### config.mk
export PLATFORM = sky130hd
export DESIGN_NAME = qvr_out
export DESIGN_NICKNAME = d
export VERILOG_FILES = /design/src/hdl/qvr_pkg.sv /design/src/hdl/qvr_out.sv
export SDC_FILE = /design/constraint.sdc
export NUM_CORES = 1
export LEC_CHECK = 0
export ABC_AREA = 1
export BUFFER_PORTS_ARGS = -buffer_cell sky130_fd_sc_hd__buf_4
export CAP_MARGIN = 0
export CORE_AREA = 2 2 216 218
export CTS_CLUSTER_SIZE = 14
export DETAILED_ROUTE_END_ITERATION = 6
export DIE_AREA = 0 0 218 220
export SETUP_SLACK_MARGIN = 0.3
export SLEW_MARGIN = 20
export SYNTH_ARGS = -nofsm -noshare
export SYNTH_HDL_FRONTEND = slang
export SYNTH_SLANG_ARGS = --single-unit
### constraint.sdc
create_clock -name clock -period 1.3 [get_ports clock]
set_input_delay 0 -clock clock [delete_from_list [all_inputs] [get_ports clock]]
set_output_delay 0 -clock clock [all_outputs]
set_load 0.01 [all_outputs]
### src/hdl/qvr_pkg.sv
// ----------------------------------------------------------------------------
// Quaternion vector rotation: package
// Widths, pipeline stage map, shared types and rounding/saturation helpers.
// ----------------------------------------------------------------------------
package qvr_pkg;

   localparam int QUAT_W   = 16;              // Q1.15 quaternion parts
   localparam int VEC_W    = 24;              // Q2.22 vector components
   localparam int MAT_W    = 16;              // Q3.13 matrix entries

   localparam int QPROD_W  = 2 * QUAT_W;      // Q2.30 quaternion products
   localparam int MEXACT_W = QPROD_W + 2;     // exact matrix, 30 fraction bits
   localparam int MAT_DROP = 17;              // 30 -> 13 fraction bits
   localparam int MROUND_W = MEXACT_W + 1 - MAT_DROP;

   // matrix entry split for the vector products: signed high, unsigned low
   localparam int SPLIT    = 17;
   localparam int AHI_W    = MEXACT_W - SPLIT;
   localparam int ALO_W    = SPLIT + 1;
   localparam int PHI_W    = AHI_W + VEC_W;
   localparam int PLO_W    = ALO_W + VEC_W;
   localparam int SHI_W    = PHI_W + 2;
   localparam int SLO_W    = PLO_W + 2;

   localparam int ACC_W    = 60;              // 52 fraction bits, plus headroom
   localparam int VEC_DROP = 30;              // 52 -> 22 fraction bits
   localparam int VROUND_W = ACC_W - VEC_DROP;

   // pipeline stage map
   localparam int NUM_STAGES = 6;
   localparam int ST_PROD    = 0;             // quaternion products
   localparam int ST_MAT     = 1;             // exact matrix
   localparam int ST_PART    = 2;             // split partial products, matrix rounded
   localparam int ST_SUM     = 3;             // column sums of partials
   localparam int ST_ACC     = 4;             // recombined, rounding bias added
   localparam int ST_OUT     = 5;             // saturated result word

   typedef logic signed [QUAT_W-1:0]   quat_type;
   typedef logic signed [VEC_W-1:0]    vec_type;
   typedef logic signed [MAT_W-1:0]    mat_type;
   typedef logic signed [QPROD_W-1:0]  qprod_type;
   typedef logic signed [MEXACT_W-1:0] mexact_type;
   typedef logic signed [PHI_W-1:0]    phi_type;
   typedef logic signed [PLO_W-1:0]    plo_type;
   typedef logic signed [SHI_W-1:0]    shi_type;
   typedef logic signed [SLO_W-1:0]    slo_type;
   typedef logic signed [ACC_W-1:0]    acc_type;

   typedef struct packed {
      logic [NUM_STAGES-1:0] load;
      logic [NUM_STAGES-1:0] valid;
   } pipe_ctrl_type;

   // round to 13 fraction bits, halves up, then clamp to Q3.13
   function automatic mat_type round_mat(input mexact_type a);
      logic signed [MEXACT_W:0]   t;
      logic signed [MROUND_W-1:0] r;
      logic [MROUND_W-MAT_W:0]    top;
      t   = (MEXACT_W + 1)'(a) + (MEXACT_W + 1)'(2 ** (MAT_DROP - 1));
      r   = $signed(t[MEXACT_W:MAT_DROP]);
      top = r[MROUND_W-1:MAT_W-1];
      if ((&top) || !(|top))
         return r[MAT_W-1:0];
      else if (r[MROUND_W-1])
         return {1'b1, {(MAT_W - 1){1'b0}}};
      else
         return {1'b0, {(MAT_W - 1){1'b1}}};
   endfunction

   // drop 30 fraction bits (bias already added) and saturate to Q2.22
   function automatic vec_type sat_vec(input acc_type a);
      logic signed [VROUND_W-1:0] r;
      logic [VROUND_W-VEC_W:0]    top;
      r   = $signed(a[ACC_W-1:VEC_DROP]);
      top = r[VROUND_W-1:VEC_W-1];
      if ((&top) || !(|top))
         return r[VEC_W-1:0];
      else if (r[VROUND_W-1])
         return {1'b1, {(VEC_W - 1){1'b0}}};
      else
         return {1'b0, {(VEC_W - 1){1'b1}}};
   endfunction

endpackage

### src/hdl/qvr_out.sv
// ----------------------------------------------------------------------------
// Quaternion vector rotation: output stage
// Truncates the biased sums to Q2.22 with saturation; holds the result word.
// ----------------------------------------------------------------------------
module qvr_out (
   input  logic                   clock,
   input  qvr_pkg::pipe_ctrl_type ctrl,
   input  qvr_pkg::mat_type       mat_r [9],
   input  qvr_pkg::acc_type       acc [3],
   output qvr_pkg::mat_type       mat_o [9],
   output qvr_pkg::vec_type       rot_o [3]
);
   import qvr_pkg::*;

   mat_type mat_ff [9];
   vec_type rot_ff [3];
   vec_type rot_in [3];

   always_comb begin
      for (int i = 0; i < 3; i++) begin
         rot_in[i] = sat_vec(acc[i]);
      end
   end

   always_ff @(posedge clock) begin
      if (ctrl.load[ST_OUT]) begin
         mat_ff <= mat_r;
         rot_ff <= rot_in;
      end
   end

   assign mat_o = mat_ff;
   assign rot_o = rot_ff;

endmodule

== Word-level counts from Yosys, hierarchy flattened ==
Cells that the tools add are included.

* Multiplexer cells: 6
* Reductions and logical operators: 12

{| class="wikitable"
|+ Operator list
! cell !! number
|-
| 2-to-1 mux 24 bit || 6
|-
| AND reduction 7 bit || 3
|-
| OR reduction 7 bit || 3
|-
| logical NOT 1 bit || 3
|-
| logical OR 1 bit || 3
|}

* Bits of input ports: 337
* Flip-flop bits (word level): 216

== Depth between registers and ports, before layout ==
* Depth in word-level cells: 4
* Depth in mapped cells: 7
* Gate-level depth less buffers: 6

== Worst setup path after synthesis ==
OpenSTA, ideal clock, no wires.

* Kind: in2reg
* Start: input port acc[179] (netlist name)
* End: register rot_ff (netlist bit rot_o[61]), data pin
* Arrival time: 637 ps
* Path slack: 410 ps
* Setup time: 254 ps
* Stages: 5
* Cell sequence: inv_1 > nand2_2 > o21ai_2 > buf_6 > nand2_1

{| class="wikitable"
|+ RTL lines
! what !! RTL line !! RTL
|-
| start: declaration || qvr_out.sv:9 || <nowiki>input qvr_pkg::acc_type acc [3],</nowiki>
|-
| end signal: assignment || qvr_out.sv:28 || <nowiki>rot_ff <= rot_in;</nowiki>
|-
| end: declaration || qvr_out.sv:16 || <nowiki>vec_type rot_ff [3];</nowiki>
|}

== Worst setup path in the final report ==
* Start: register mat_ff (netlist bit mat_o[10])
* End: output port mat_o[10] (netlist name)

{| class="wikitable"
|+ RTL lines
! what !! RTL line !! RTL
|-
| start: declaration || qvr_out.sv:15 || <nowiki>mat_type mat_ff [9];</nowiki>
|-
| start signal: assignment || qvr_out.sv:27 || <nowiki>mat_ff <= mat_r;</nowiki>
|-
| end: declaration || qvr_out.sv:10 || <nowiki>output qvr_pkg::mat_type mat_o [9],</nowiki>
|}

No word-level cell between the ends.

==> out/results.ini <==
[synth]
synth.avg_cell_area_um2=18.0
netlist_top_cells_count=edfxtp_1, nand2_1, nand2_2
yosys.area.top_type=edfxtp_1
synth-edff-count=216
yosys-top-cells-area=edfxtp_1, nand2_1, buf_6
yosysWarningCount=0
netlist-cell-type-count=11
async_flop_share_pct=0
synth_top_area_share_pct=87.5
ys_seq_area_share_pct=87.5
synthFlopType=edfxtp_1
netlist_area_um2=7410
yosysMostFrequentCell=edfxtp_1
synth_nets=748
ys_ff_latch=216
synthCells=411

[setup_path]
worstPathArrival_ns=1.17
crit_path_end_kind=output port
required_ns=1.30
crit_start=mat_o[10]
cp_max_fo=1
critPathBufInv=1
crit_type=flip-flop to output port
crit_family=flip-flops
cp_slowest_cell=edfxtp_1
slowest_delay_ns=0.47
crit_path_start_kind=flip-flop
crit_chain=buf_6

[cells_and_area]
final_util_pct=33.6
finalNonFillerCells=1741
final_nets=1450
final_layout_size_suffix_gt1_share_pct=47.4
area_growth_pct=108

[floorplan]
die_y_um=220
io_pins=553
dieWidth_um=218
core-area_um2=45900
dieArea_um2=48000
rows=79
start_util_pct=16.2

[detailed_routing]
routed_via_density=3.54
vias=6167
drtIter0Drc=255
dr.pass1.iters=4
drc=0
drtAntennaViolNets=0
wl_per_cell_um=16.7
wl_mm=29.2

[cts]
cts_sinks=216
cts_tree=built
cts_root_buffer=clkbuf_16
clk_pin_slew_ns=0.06
cts_setup_buffers=0
cts.htree.levels=1
cts.path.max_buffers=3
cts_buffers=25

[pwr]
power.leakage_nw=6.36
total_power_mw=18.8
peakVddDrop_v=0.00102
pwr_density_cell_nw_per_um2=1220

[placed_design]
gp_congestion=0.742
hpwl_mm=19.7
dp_cells=1476
pre_cts_ws_ns=-0.0722
io_buffers=451

[sta]
worst_slack_ns=0.134
slew_violations=0
slew_headroom_pct=53.8
worst_slew_pin_slew_ns=0.690
min_period_over_period_pct=89.7
finalSetupViolations=0
fmax_ghz=0.857
fin_crit_ns=1.17
hold_violations=0
rsz0062_at_grt=yes

[global_routing]
grt_pass1_wl_mm=40.0
grt_overflow_total=0
grt.total_usage_pct=11.2
antenna_found_initial=4
grt_pass1_vias=6652
grt_start_max_net_pins=37

[min_path]
worstHoldStart=acc[53]
hold_class=primary input to flip-flop

[flow_run]
maxCapViolations=0

[outcome]
outcome=complete, no violations

layer usage:
metal	vias up	GRT usage, %	part of all wire (%)
li1	2880	-	-
met1	2929	12.3	38
met2	289	19.5	50
met3	63	3.64	8.7
met4	6	4.99	3.6
met5	-	0	0.15
cell families after synthesis:
group	count (synthesis)	share of synthesized area, %
flip-flops	216	87.5
AO/OA/AOI/OAI	6	1.01
AND/OR/NAND/NOR	171	9.33
buffers and inverters	18	2.18
path summary, 6_finish.rpt:
| path | endpoint | cells past startpoint |
|---|---|---|
| worst max-delay path | mat_o[10] | 1 |
| worst min-delay path | rot_o[20] | 6 |
layout make-up:
cell class	count	area [um^2]
fill	4373	30400
timing repair buffer	690	6560
sequential	216	6490
multi-input combinational	177	767
tap	607	759
clock buffer	27	633
clock inverter	19	209
inverter	3	11.3
antenna	2	5.00
registers in the layout (all words and copies together) (netlist names):
name   flops
mat_o    144
rot_o     72
power breakdown:
group | switching (mW) | internal (mW)
Sequential | 0.288 | 8.31
Clock | 2.94 | 4.32
Combinational | 1.11 | 1.89
timing repair:
item,4_1_cts,5_1_grt
resized for setup,154,47
hold endpoints to repair,233,0
setup endpoints to repair,216,231
hold buffers,217,0
pin swaps,0,0
metrics by stage:
stage	setup TNS [ns]	cell area (um^2)	hold WS (ns)
after floorplan	0	7410	0.0989
after global placement	-0.587	11700	0.178
after detailed placement	-0.919	11700	0.179
after CTS	0	15200	0.0544
after global routing	0	15400	0.0894
final	0	15400	0.0885
tightest hold or removal path, delay by kind of cell:
family	cells	cell delay [ns]
compound gates	1	0.08
buf+inv	2	0.26
simple gates	3	0.17
layout by cell type, fill, tap and decap left out:
| master | instances |
|---|---|
| clkinv_2 | 2 |
| bufinv_16 | 4 |
| clkinvlp_4 | 4 |
| o21ai_4 | 3 |
| inv_1 | 3 |
| nand2_1 | 139 |
| diode_2 | 2 |
| clkinv_1 | 6 |
| edfxtp_1 | 216 |
| nand2_2 | 17 |
| clkinv_4 | 2 |
| dlygate4sd3_1 | 217 |
| clkbuf_1 | 2 |
| clkbuf_16 | 25 |
| buf_6 | 200 |
| o21ai_2 | 3 |
| buf_4 | 266 |
| buf_12 | 7 |
| nor2_1 | 12 |
| nor2_2 | 3 |
| inv_6 | 1 |
Power figures use the tool's default switching activity.
