### config.mk
export PLATFORM = sky130hd
export DESIGN_NAME = qvr_ctrl
export DESIGN_NICKNAME = d
export VERILOG_FILES = /design/src/hdl/qvr_pkg.sv /design/src/hdl/qvr_ctrl.sv
export SDC_FILE = /design/constraint.sdc
export NUM_CORES = 1
export LEC_CHECK = 0
export CAP_MARGIN = 20
export CORE_AREA = 3 3 40 42
export CTS_CLUSTER_SIZE = 12
export DETAILED_ROUTE_END_ITERATION = 8
export DIE_AREA = 0 0 43 45
export DONT_BUFFER_PORTS = 1
export PLACE_DENSITY = 0.37
export SYNTH_ARGS = -nofsm -noshare
export SYNTH_HDL_FRONTEND = slang
export SYNTH_SLANG_ARGS = --single-unit
### constraint.sdc
create_clock -name clock -period 1.4 [get_ports clock]
set_input_delay 0.14 -clock clock [delete_from_list [all_inputs] [get_ports clock]]
set_output_delay 0.14 -clock clock [all_outputs]
set_load 0.02 [all_outputs]
### src/hdl/qvr_pkg.sv
// ----------------------------------------------------------------------------
// Quaternion vector rotation: package
// Widths, pipeline stage map, shared types and rounding/saturation helpers.
// ----------------------------------------------------------------------------
package qvr_pkg;

   localparam int QUAT_W   = 16;              // Q1.15 quaternion parts
   localparam int VEC_W    = 24;              // Q2.22 vector components
   localparam int MAT_W    = 16;              // Q3.13 matrix entries

   localparam int QPROD_W  = 2 * QUAT_W;      // Q2.30 quaternion products
   localparam int MEXACT_W = QPROD_W + 2;     // exact matrix, 30 fraction bits
   localparam int MAT_DROP = 17;              // 30 -> 13 fraction bits
   localparam int MROUND_W = MEXACT_W + 1 - MAT_DROP;

   // matrix entry split for the vector products: signed high, unsigned low
   localparam int SPLIT    = 17;
   localparam int AHI_W    = MEXACT_W - SPLIT;
   localparam int ALO_W    = SPLIT + 1;
   localparam int PHI_W    = AHI_W + VEC_W;
   localparam int PLO_W    = ALO_W + VEC_W;
   localparam int SHI_W    = PHI_W + 2;
   localparam int SLO_W    = PLO_W + 2;

   localparam int ACC_W    = 60;              // 52 fraction bits, plus headroom
   localparam int VEC_DROP = 30;              // 52 -> 22 fraction bits
   localparam int VROUND_W = ACC_W - VEC_DROP;

   // pipeline stage map
   localparam int NUM_STAGES = 6;
   localparam int ST_PROD    = 0;             // quaternion products
   localparam int ST_MAT     = 1;             // exact matrix
   localparam int ST_PART    = 2;             // split partial products, matrix rounded
   localparam int ST_SUM     = 3;             // column sums of partials
   localparam int ST_ACC     = 4;             // recombined, rounding bias added
   localparam int ST_OUT     = 5;             // saturated result word

   typedef logic signed [QUAT_W-1:0]   quat_type;
   typedef logic signed [VEC_W-1:0]    vec_type;
   typedef logic signed [MAT_W-1:0]    mat_type;
   typedef logic signed [QPROD_W-1:0]  qprod_type;
   typedef logic signed [MEXACT_W-1:0] mexact_type;
   typedef logic signed [PHI_W-1:0]    phi_type;
   typedef logic signed [PLO_W-1:0]    plo_type;
   typedef logic signed [SHI_W-1:0]    shi_type;
   typedef logic signed [SLO_W-1:0]    slo_type;
   typedef logic signed [ACC_W-1:0]    acc_type;

   typedef struct packed {
      logic [NUM_STAGES-1:0] load;
      logic [NUM_STAGES-1:0] valid;
   } pipe_ctrl_type;

   // round to 13 fraction bits, halves up, then clamp to Q3.13
   function automatic mat_type round_mat(input mexact_type a);
      logic signed [MEXACT_W:0]   t;
      logic signed [MROUND_W-1:0] r;
      logic [MROUND_W-MAT_W:0]    top;
      t   = (MEXACT_W + 1)'(a) + (MEXACT_W + 1)'(2 ** (MAT_DROP - 1));
      r   = $signed(t[MEXACT_W:MAT_DROP]);
      top = r[MROUND_W-1:MAT_W-1];
      if ((&top) || !(|top))
         return r[MAT_W-1:0];
      else if (r[MROUND_W-1])
         return {1'b1, {(MAT_W - 1){1'b0}}};
      else
         return {1'b0, {(MAT_W - 1){1'b1}}};
   endfunction

   // drop 30 fraction bits (bias already added) and saturate to Q2.22
   function automatic vec_type sat_vec(input acc_type a);
      logic signed [VROUND_W-1:0] r;
      logic [VROUND_W-VEC_W:0]    top;
      r   = $signed(a[ACC_W-1:VEC_DROP]);
      top = r[VROUND_W-1:VEC_W-1];
      if ((&top) || !(|top))
         return r[VEC_W-1:0];
      else if (r[VROUND_W-1])
         return {1'b1, {(VEC_W - 1){1'b0}}};
      else
         return {1'b0, {(VEC_W - 1){1'b1}}};
   endfunction

endpackage

### src/hdl/qvr_ctrl.sv
// ----------------------------------------------------------------------------
// Quaternion vector rotation: pipeline control
// Valid bit per stage; a stage loads when it is empty or its successor moves.
// ----------------------------------------------------------------------------
module qvr_ctrl (
   input  logic                  clock,
   input  logic                  reset,
   input  logic                  req_valid,
   output logic                  req_stall,
   input  logic                  rsp_stall,
   output qvr_pkg::pipe_ctrl_type ctrl
);
   import qvr_pkg::*;

   logic [NUM_STAGES-1:0] valid_ff;
   logic [NUM_STAGES-1:0] valid_in;
   logic [NUM_STAGES-1:0] load;

   always_comb begin
      load[NUM_STAGES-1] = !valid_ff[NUM_STAGES-1] || !rsp_stall;
      for (int k = NUM_STAGES - 2; k >= 0; k--) begin
         load[k] = !valid_ff[k] || load[k+1];
      end
      valid_in = valid_ff;
      if (load[0]) begin
         valid_in[0] = req_valid;
      end
      for (int k = 1; k < NUM_STAGES; k++) begin
         if (load[k]) begin
            valid_in[k] = valid_ff[k-1];
         end
      end
   end

   always_ff @(posedge clock) begin
      if (reset) begin
         valid_ff <= '0;
      end else begin
         valid_ff <= valid_in;
      end
   end

   assign req_stall  = reset || !load[0];
   assign ctrl.load  = load;
   assign ctrl.valid = valid_ff;

endmodule

-- After elaboration in Yosys (flattened, before gate mapping)
Cells that the tools add are included.
- register bits: 6
- latch bits: 0
- memory bits (writable): 0
- memory bits (read-only): 0
- output and inout bits: 13
- memories kept: 0
- $add $sub $neg: 0
- multipliers: 0
- divide/modulo/power cells: 0
- order comparisons: 0
- eq/ne operators: 0
- shifts and indexed selects: 0
- muxes and demuxes: 0
- bitwise logic cells: 0
- reduce and logical (&&, ||, !) cells: 15
- operator list (operator ; count):
    1-bit logical NOT ; 8
    1-bit logical OR ; 7

-- Logic depth before layout (Yosys ltp)
Gate-level depths: netlist (run 1).
- depth in word-level cells: 9
- depth in mapped cells: 3

-- Least setup slack after synthesis (run 1)
OpenSTA, ideal clock, no wires.
- kind: register to output
- start: reg valid_ff[5]
- end: out req_stall
- arrival: 1.042 ns
- required time: 1.260 ns
- path slack: 0.218 ns
- stages on the path, launching flop included: 3
- buffers on the path: 0
- path through: dfxtp_1 -> and4_4 -> a41o_1
- word-level cells in the longest chain between the ends: 9
- ends and longest elaborated chain (element ; line ; text):
    from (decl) ; qvr_ctrl.sv:15 ; logic [NUM_STAGES-1:0] valid_ff;
    from (signal assigned) ; qvr_ctrl.sv:39 ; valid_ff <= valid_in;
    1-bit logical NOT ; qvr_ctrl.sv:20 ; load[NUM_STAGES-1] = !valid_ff[NUM_STAGES-1] || !rsp_stall;
    1-bit logical OR ; qvr_ctrl.sv:20 ;
    1-bit logical OR (5 in a row) ; qvr_ctrl.sv:22 ; load[k] = !valid_ff[k] || load[k+1];
    1-bit logical NOT ; qvr_ctrl.sv:43 ; assign req_stall = reset || !load[0];
    1-bit logical OR ; qvr_ctrl.sv:43 ;
    to (decl) ; qvr_ctrl.sv:9 ; output logic req_stall,
Every way passes these cells.

-- Worst setup path in the final report (run 1)
- start: reg valid_ff[2]
- end: out req_stall
- word-level cells in the longest chain between the ends: 6
- ends and longest elaborated chain (element ; line):
    1-bit logical NOT ; qvr_ctrl.sv:22
    1-bit logical OR (3 in a row) ; qvr_ctrl.sv:22
    1-bit logical NOT ; qvr_ctrl.sv:43
    1-bit logical OR ; qvr_ctrl.sv:43
Every way passes these cells.

==> flow_metrics.tcl, run 1 <==
set metrics [dict create \
    status "finished, final reports clean" \
    path_buf_inv 0 \
    die_w_um 43 \
    worstSetupStartpoint "valid_ff[2]" \
    ctsLongestPathBuffers 2 \
    pwr-share-clk_pct 43.3 \
    crit_path_max_incr_delay_ns 0.54 \
    fin_area_um2 320 \
    grt.overflow.total 0 \
    cp-start-kind "register" \
    core_area_um2 1280 \
    syn-mean-instance-area_um2 8.94 \
    power.share.sequential_pct 51.5 \
    initial_utilization_pct 19.5 \
    final_antenna_diode_count 0 \
    seq_area_frac_synth_pct 48.0 \
    path_depth 1 \
    cts_tree "done" \
    gp_congestion 0.640 \
    critical_path_capture_point_type "output port" \
    remaining_drc_errors 0 \
    postSynth.asyncResetShare_pct 0 \
    top_registers "valid_ff x6" \
    layout_filler_cell_count 150 \
    cellInternalPower_uw 281 \
    cp_cell_sequence "a41o_1" \
    power.density_cell_area_nw_per_um2 1130 \
    switching_share_pct 22.1 \
    cts_max_level 1 \
    report.final.setup_viol 0 \
    die_area_um2 1940 \
    portBuffers 0 \
    rsz_0062_raised_after_global_routing "no" \
    placed_cells 45 \
    maximum_number_of_pins_on_one_net_before_global_route_repair 8 \
    grt_usage_pct 7.92 \
    tritoncts_num_sinks 6 \
    most_used_dff_post_synth "dfxtp_1" \
    fin_crit_sh_pct 90.1 \
    post_layout_nonfiller_instances 49 \
    max_cap_violations 0 \
    tritoncts.num_buffers 3 \
    synth.cells.most_frequent "dfxtp_1 (6), a21oi_1 (3), inv_1 (3), nand2_1 (3)" \
    clk_latency_ns 0.24 \
    clock_skews_ns 0.00311 \
    synthDominantCellAreaShare_pct 48.0 \
    cts.repair_timing.setup_buffer_count 0 \
    register_to_register_path_setup_slack_ns 0.36 \
    critical_path_peak_fanout 7 \
    totalNegativeSetupSlack_ns 0 \
    synthesis_warning_total 0 \
    fmax_ghz 0.793 \
    largest_register "valid_ff" \
    dpl_cell_area_um2 288 \
    syn_nets 32 \
    path_class "register to output port" \
    switching_power_uw 79.7 \
    num-nets-final 40 \
    period_needed_ns 1.26 \
    synthDistinctLibCells 14 \
    grt_pass1_vias 247 \
    worst_case_reg_to_reg_path_depth 2 \
    num_vias 222 \
    detail_route.vias_per_cell 4.53 \
    routed_wire_length_per_instance_um 12.8 \
    flip_flop_count_of_the_largest_register_all_copies_and_words_added 6 \
    gate_power_share_pct 5.2 \
    register_clock_pin_slew_on_the_reported_worst_setup_and_hold_paths_ns 0.05 \
    arrival_ns 1.12 \
    finalWirelength_um 625 \
    antenna_found_initial 0 \
    netlist_instances 28 \
    crit_path_top_delay_cell "dfxtp_1" \
    edff_count_synth 0 \
    fp-row-count 13 \
    dieHeight_um 45 \
    yosys_register_bits 6 \
    timing.critical_path.max_delay_family "flip-flops" \
    post_drt_antenna_nets 0 \
    netlist_area_um2 250 \
    hold_depth 2 \
    ys_top_cells_by_area "dfxtp_1 (48%), o32ai_2 (6.5%), a21oi_1 (6.0%)" \
    num_io_pins 17 \
    synth_top_cell_by_area "dfxtp_1" \
    area_taken_by_flip_flops_and_latches_um2 120 \
    grt_first_pass_wirelength_um 1040 \
    leakage_nw 0.116 \
    finalHoldViolations 0 \
    crit_required_ns 1.26 \
    hp-class "primary input to register" \
    fin_max_slew_vios 0 \
    multi_input_comb_area_um2 111 \
    cts.root.buffer_cell "clkbuf_4" \
    dr.first_iter.drc_count 1 \
    detail_route.first_pass.iterations 2 \
    rr_endpoint "valid_ff[0]" \
    slew-limit-headroom_pct 74.9 \
    post_route_cells_drive_above_1_share_pct 26.5 \
    yosysMostFrequentCell "dfxtp_1" \
    synthToLayoutAreaGrowth_pct 28.0 \
    power.ir.vdd_worst_v 0.000468 \
    critPathCapture "req_stall" \
    worstReg2RegStart "valid_ff[2]" \
    worst_pin_slew_ns 0.376 \
]
==> kinds of logic after synthesis <==
group	synth area share, %
and+or+nand+nor	22.0
buffers and inverters	7.50
AOI/OAI and AO/OA	22.5
DFF	48.0
==> layout by cell type, fill, tap and decap left out, drive strengths merged <==
| master | Yosys | final |
|---|---|---|
| and4 | 1 | 1 |
| nand3 | 2 | 2 |
| inv | 4 | 4 |
| nor2 | 1 | 1 |
| clkbuf | 1 | 3 |
| dlygate4sd3 | 0 | 1 |
| nand4 | 1 | 1 |
| a41o | 1 | 1 |
| dfxtp | 6 | 6 |
| nand2b | 2 | 2 |
| buf | 0 | 3 |
| a21oi | 3 | 3 |
| nand2 | 3 | 3 |
| o32ai | 1 | 1 |
| o31ai | 2 | 2 |
==> what timing repair did <==
action                                 CTS  global route
setup endpoints to repair                0             0
hold buffers                             1             0
resized for setup                        0             0
endpoints found under the hold margin    6             0
==> metal layers <==
| layer | vias to the layer above | part of all wire, % | global-route usage, % | routed length, um |
|---|---|---|---|---|
| met1 | 104 | 35 | 7.26 | 216 |
| li1 | 111 | - | - | - |
| met5 | - | 0 | 0 | 0 |
| met4 | 0 | 0 | 7.23 | 0 |
| met2 | 7 | 56 | 12.0 | 348 |
| met3 | 0 | 9.6 | 5.18 | 60 |
==> cell type report <==
class	instances	area share, %
timing repair buffer	4	10.2
sequential	6	37.5
tap	15	5.86
multi-input combinational	17	34.8
clock buffer	3	7.03
inverter	4	4.69
==> through the flow <==
step / total power [mW] / hold slack, ns / utilization [%] / worst slack [ns]
detailed placement: 0.204 / 0.213 / 22.4 / 0.373
finish: 0.361 / 0.0407 / 24.9 / 0.139
global route: 0.390 / 0.0275 / 24.9 / 0.0579
global placement: 0.203 / 0.213 / 22.4 / 0.393
CTS: 0.370 / 0.0352 / 24.9 / 0.123
floorplan: 0.202 / 0.278 / - / 0.218
==> how the worst min path moves through the flow <==
stage,endpoint,start
after CTS,valid_ff[0],req_valid
after detailed placement,valid_ff[3],reset
after global routing,valid_ff[0],req_valid
after floorplan,valid_ff[0],req_valid
final,valid_ff[0],req_valid
after global placement,valid_ff[4],reset
==> power by group through the flow <==
| stage | clock (mW) | combinational (mW) | sequential (mW) |
|---|---|---|---|
| detailed placement | 0 | 0.0145 | 0.189 |
| floorplan | 0 | 0.0134 | 0.189 |
| global route | 0.183 | 0.0204 | 0.187 |
| finish | 0.156 | 0.0189 | 0.186 |
| CTS | 0.164 | 0.0194 | 0.186 |
| global placement | 0 | 0.0142 | 0.189 |
No activity file was read; power rests on OpenSTA's default activity.
==> inputs of run 2 (changes only) <==
--- a/config.mk
+++ b/config.mk
@@ -6,12 +6,14 @@
 export NUM_CORES = 1
 export LEC_CHECK = 0
 export CAP_MARGIN = 20
+export CELL_PAD_IN_SITES_DETAIL_PLACEMENT = 1
+export CELL_PAD_IN_SITES_GLOBAL_PLACEMENT = 1
 export CORE_AREA = 3 3 40 42
 export CTS_CLUSTER_SIZE = 12
 export DETAILED_ROUTE_END_ITERATION = 8
 export DIE_AREA = 0 0 43 45
 export DONT_BUFFER_PORTS = 1
-export PLACE_DENSITY = 0.37
+export PLACE_DENSITY = 0.46
 export SYNTH_ARGS = -nofsm -noshare
 export SYNTH_HDL_FRONTEND = slang
 export SYNTH_SLANG_ARGS = --single-unit
==> run 2 against run 1 <==
Against the previous run: combinational power hardly changed; worst setup slack worse by 0.018 ns; total power is 0.76% higher; largest cell class unchanged; largest power group unchanged.
==> flow_metrics.tcl, run 2 (synthesis results as in run 1) <==
set metrics [dict create \
    detailedPlacementHpwl_um 521 \
    power.share.sequential_pct 51.2 \
    placed_cells 46 \
    leakage_nw 0.121 \
    fin_max_slew_vios 0 \
    cp_cell_sequence "a41o_1" \
    crit_path_top_delay_cell "dfxtp_1" \
    ctsLongestPathBuffers 2 \
    hp-class "primary input to register" \
    hold_buffers 1 \
    fmax_ghz 0.782 \
    cts_max_level 1 \
    power.density_cell_area_nw_per_um2 1110 \
    arrival_ns 1.14 \
    dr.first_iter.drc_count 4 \
    critical_path_capture_point_type "output port" \
    tritoncts.num_buffers 3 \
    layout_filler_cell_count 151 \
    gate_power_share_pct 5.3 \
    routed_wire_length_per_instance_um 14.3 \
    dieHeight_um 45 \
    power.ir.vdd_worst_v 0.000301 \
    cellInternalPower_uw 281 \
    post_layout_nonfiller_instances 50 \
    path_buf_inv 0 \
    worstSetupStartpoint "valid_ff[1]" \
    num_io_pins 17 \
    switching_share_pct 22.7 \
    holdPathEnd "valid_ff[0]" \
    slew-limit-headroom_pct 73.9 \
    detail_route.vias_per_cell 4.54 \
    cts.repair_timing.setup_buffer_count 0 \
    pwr-share-clk_pct 43.5 \
    grt_first_pass_wirelength_um 1120 \
    rsz_0062_raised_after_global_routing "no" \
    hold_depth 2 \
    rr_endpoint "valid_ff[0]" \
    portBuffers 0 \
    synthToLayoutAreaGrowth_pct 31.0 \
    cts.root.buffer_cell "clkbuf_4" \
    post_route_cells_drive_above_1_share_pct 28.6 \
    final_antenna_diode_count 0 \
    utilization_pct 25.5 \
    finalHoldViolations 0 \
    crit_required_ns 1.26 \
    switching_power_uw 82.4 \
    worst_case_reg_to_reg_path_depth 2 \
    initial_utilization_pct 19.5 \
    remaining_drc_errors 0 \
    dpl_cell_area_um2 295 \
    grt_usage_pct 8.16 \
    detail_route.first_pass.iterations 4 \
    hold_start "req_valid" \
    gp_congestion 0.692 \
    commonest_cells_after_routing_fill_and_taps_aside "dfxtp_1 (6), buf_4 (4)" \
    flip_flop_count_of_the_largest_register_all_copies_and_words_added 6 \
    antenna_found_initial 0 \
    largest_register "valid_ff" \
    clk_latency_ns 0.24 \
    critical_path_peak_fanout 6 \
    status "finished, final reports clean" \
    max_cap_violations 0 \
    timing.critical_path.max_delay_family "flip-flops" \
    register_clock_pin_slew_on_the_reported_worst_setup_and_hold_paths_ns 0.05 \
    grt.overflow.total 0 \
    finalWirelength_um 714 \
    post_drt_antenna_nets 0 \
    top_registers "valid_ff x6" \
    die_area_um2 1940 \
    crit_path_max_incr_delay_ns 0.55 \
    die_w_um 43 \
    path_class "register to output port" \
    maximum_number_of_pins_on_one_net_before_global_route_repair 8 \
    fin_crit_sh_pct 91.3 \
    report.final.setup_viol 0 \
    period_needed_ns 1.28 \
    worst_pin_slew_ns 0.391 \
    clock_skews_ns 0.000277 \
    final.hold.worst_slack_ns 0.0371 \
    fin_area_um2 328 \
    cts_tree "done" \
    register_to_register_path_setup_slack_ns 0.37 \
    num-nets-final 41 \
    tritoncts_num_sinks 6 \
    fp-row-count 13 \
    grt_pass1_vias 248 \
    core_area_um2 1280 \
    num_vias 227 \
    cts_resized 0 \
    most_common_library_cell_in_the_layout_ignoring_fill_and_taps "dfxtp_1" \
    worstReg2RegStart "valid_ff[2]" \
    totalNegativeSetupSlack_ns 0 \
    cp-start-kind "register" \
]
==> run 2: cell type report <==
class,count,area (um^2),share of cell area (%)
flip-flops and latches,6,120,36.6
multi-input cells,17,111,34.0
repair buffers,5,40.0,12.2
clock buffers,3,22.5,6.87
well taps,15,18.8,5.73
inverters,4,15.0,4.58
==> run 2: metrics by stage <==
stage | total power, mW | setup slack (ns)
after floorplan | 0.202 | 0.218
after global placement | 0.203 | 0.394
after detailed placement | 0.204 | 0.373
after CTS | 0.376 | 0.106
after global routing | 0.388 | 0.0530
final | 0.364 | 0.121
==> run 2: per-layer routing <==
layer | wire [um] | GRT usage [%] | part of all wire, % | vias to the layer above
met5 | 0 | 0 | 0 | -
met4 | 0 | 5.42 | 0 | 0
met3 | 89 | 5.18 | 12 | 0
met2 | 315 | 11.4 | 44 | 14
met1 | 308 | 9.16 | 43 | 100
li1 | - | - | - | 113
==> run 2: worst max path at each step <==
stage / endpoint / slack (ns) / cells past startpoint
3_3_place_gp: req_stall / 0.39 / 1
3_5_place_dp: valid_ff[1] / 0.37 / 3
6_report: req_stall / 0.12 / 1
5_1_grt: req_stall / 0.05 / 1
2_1_floorplan: req_stall / 0.22 / 2
4_1_cts: req_stall / 0.11 / 1
==> run 2: power groups by stage <==
stage / registers [mW] / clock network (mW) / logic (mW)
2_1_floorplan: 0.189 / 0 / 0.0134
3_5_place_dp: 0.189 / 0 / 0.0145
3_3_place_gp: 0.189 / 0 / 0.0141
5_1_grt: 0.187 / 0.180 / 0.0210
6_report: 0.186 / 0.158 / 0.0192
4_1_cts: 0.186 / 0.170 / 0.0196
==> inputs of run 3 (changes only) <==
--- a/config.mk
+++ b/config.mk
@@ -6,9 +6,10 @@
 export NUM_CORES = 1
 export LEC_CHECK = 0
 export CAP_MARGIN = 20
-export CELL_PAD_IN_SITES_DETAIL_PLACEMENT = 1
+export CELL_PAD_IN_SITES_DETAIL_PLACEMENT = 0
 export CELL_PAD_IN_SITES_GLOBAL_PLACEMENT = 1
 export CORE_AREA = 3 3 40 42
+export CTS_BUF_LIST = sky130_fd_sc_hd__clkbuf_2
 export CTS_CLUSTER_SIZE = 12
 export DETAILED_ROUTE_END_ITERATION = 8
 export DIE_AREA = 0 0 43 45
==> run 3 against run 2 <==
Against the previous run: die area is the same; clock-buffer cell count unchanged; non-clock buffer count rose by 1; total power down 11%; design area rose by 0.76%; worst hold slack worse by 0.0094 ns; highest routed layer unchanged.
==> flow_metrics.tcl, run 3 (synthesis results as in run 1) <==
set metrics [dict create \
    leakage_nw 0.123 \
    fp-row-count 13 \
    grt_pass1_vias 227 \
    num_vias 238 \
    critical_path_peak_fanout 5 \
    period_needed_ns 1.24 \
    flip_flop_count_of_the_largest_register_all_copies_and_words_added 6 \
    ctsLongestPathBuffers 2 \
    num_io_pins 17 \
    final.hold.worst_slack_ns 0.0277 \
    remaining_drc_errors 0 \
    power.share.sequential_pct 57.3 \
    num-nets-final 42 \
    routed_wire_length_per_instance_um 13.3 \
    fin_area_um2 330 \
    cp-start-kind "register" \
    grt_first_pass_wirelength_um 1030 \
    switching_power_uw 79.3 \
    detail_route.vias_per_cell 4.67 \
    antenna_found_initial 0 \
    clock_skews_ns 0.00152 \
    grt.overflow.total 0 \
    maximum_number_of_pins_on_one_net_before_global_route_repair 8 \
    tritoncts_num_sinks 6 \
    commonest_cells_after_routing_fill_and_taps_aside "dfxtp_1 (6), buf_4 (4)" \
    post_drt_antenna_nets 0 \
    dieHeight_um 45 \
    dpl_cell_area_um2 295 \
    hold_start "reset" \
    grt_usage_pct 7.59 \
    gp_congestion 0.692 \
    max_cap_violations 0 \
    final_antenna_diode_count 0 \
    worst_case_reg_to_reg_path_depth 3 \
    tritoncts.num_buffers 3 \
    worst_pin_slew_ns 0.383 \
    hold_depth 1 \
    utilization_pct 25.7 \
    holdPathEnd "valid_ff[0]" \
    post_route_cells_drive_above_1_share_pct 27.8 \
    crit_required_ns 1.26 \
    register_to_register_path_setup_slack_ns 0.37 \
    portBuffers 0 \
    finalWirelength_um 680 \
    initial_utilization_pct 19.5 \
    status "finished, final reports clean" \
    synthToLayoutAreaGrowth_pct 32.0 \
    pwr-share-clk_pct 36.2 \
    largest_register "valid_ff" \
    top_registers "valid_ff x6" \
    cts_max_level 1 \
    arrival_ns 1.10 \
    hp-class "primary input to register" \
    power.ir.vdd_worst_v 0.000408 \
    fmax_ghz 0.804 \
    report.final.setup_viol 0 \
    cts.root.buffer_cell "clkbuf_2" \
    register_clock_pin_slew_on_the_reported_worst_setup_and_hold_paths_ns 0.06 \
    detailedPlacementHpwl_um 497 \
    gate_power_share_pct 6.5 \
    cts_resized 0 \
    fin_total_pwr_uw 323 \
    critical_path_capture_point_type "output port" \
    die_area_um2 1940 \
    totalNegativeSetupSlack_ns 0 \
    cellInternalPower_uw 244 \
    fin_max_slew_vios 0 \
    rsz_0062_raised_after_global_routing "no" \
    worstReg2RegStart "valid_ff[3]" \
    power.density_cell_area_nw_per_um2 979 \
    rr_endpoint "valid_ff[0]" \
    cts_tree "done" \
    path_class "register to output port" \
    slew-limit-headroom_pct 74.4 \
    finalHoldViolations 0 \
    fin_crit_sh_pct 88.8 \
    die_w_um 43 \
    clk_latency_ns 0.21 \
    core_area_um2 1280 \
    dr.first_iter.drc_count 2 \
    switching_share_pct 24.5 \
    detail_route.first_pass.iterations 3 \
    cts.repair_timing.setup_buffer_count 0 \
    most_common_library_cell_in_the_layout_ignoring_fill_and_taps "dfxtp_1" \
]
==> run 3: changes by cell type in the layout (fill, tap and decap cells not counted) <==
cell	previous run	this run
clkbuf_2	0	3
clkbuf_4	3	0
dlygate4sd3_1	1	2
==> run 3: worst max path at each step <==
stage	slack (ns)	end	start
5_1_grt	0.07	ctrl[6]	valid_ff[2]
6_report	0.16	req_stall	valid_ff[3]
4_1_cts	0.14	req_stall	valid_ff[3]
2_1_floorplan	0.22	req_stall	valid_ff[5]
3_3_place_gp	0.39	req_stall	valid_ff[2]
3_5_place_dp	0.36	valid_ff[0]	valid_ff[3]
==> run 3: worst max-delay path: stages (launching register included) <==
cell and delay, ns:
dfxtp_1 0.33, and4_4 0.26, a41o_1 0.30
==> run 3: final cells by class <==
class / instances / area (um^2)
tap: 15 / 18.8
clock buffer: 3 / 15.0
sequential: 6 / 120
fill: 148 / 955
timing repair buffer: 6 / 50.0
inverter: 4 / 15.0
multi-input combinational: 17 / 111
==> run 3: what timing repair did <==
item / in CTS / in global routing
setup endpoints to repair: 0 / 0
endpoints found under the hold margin: 3 / 2
hold buffers: 1 / 1
==> run 3: through the flow <==
step / setup slack (ns) / instances
final: 0.157 / 51
after floorplan: 0.218 / 28
after global routing: 0.0717 / 51
after global placement: 0.394 / 46
after CTS: 0.137 / 50
after detailed placement: 0.365 / 46
==> run 3: routing by layer <==
| metal | global-route usage, % | part of all wire, % | vias to the layer above |
|---|---|---|---|
| li1 | - | - | 116 |
| met1 | 8.23 | 45 | 107 |
| met2 | 10.5 | 42 | 15 |
| met3 | 3.98 | 12 | 0 |
| met4 | 7.23 | 0 | 0 |
| met5 | 0 | 0 | - |
==> run 3: power groups by stage <==
stage | logic, mW | clock network, mW | registers (mW)
floorplan | 0.0134 | 0 | 0.189
global placement | 0.0141 | 0 | 0.189
detailed placement | 0.0145 | 0 | 0.189
CTS | 0.0180 | 0.126 | 0.185
global route | 0.0225 | 0.137 | 0.186
finish | 0.0209 | 0.117 | 0.185
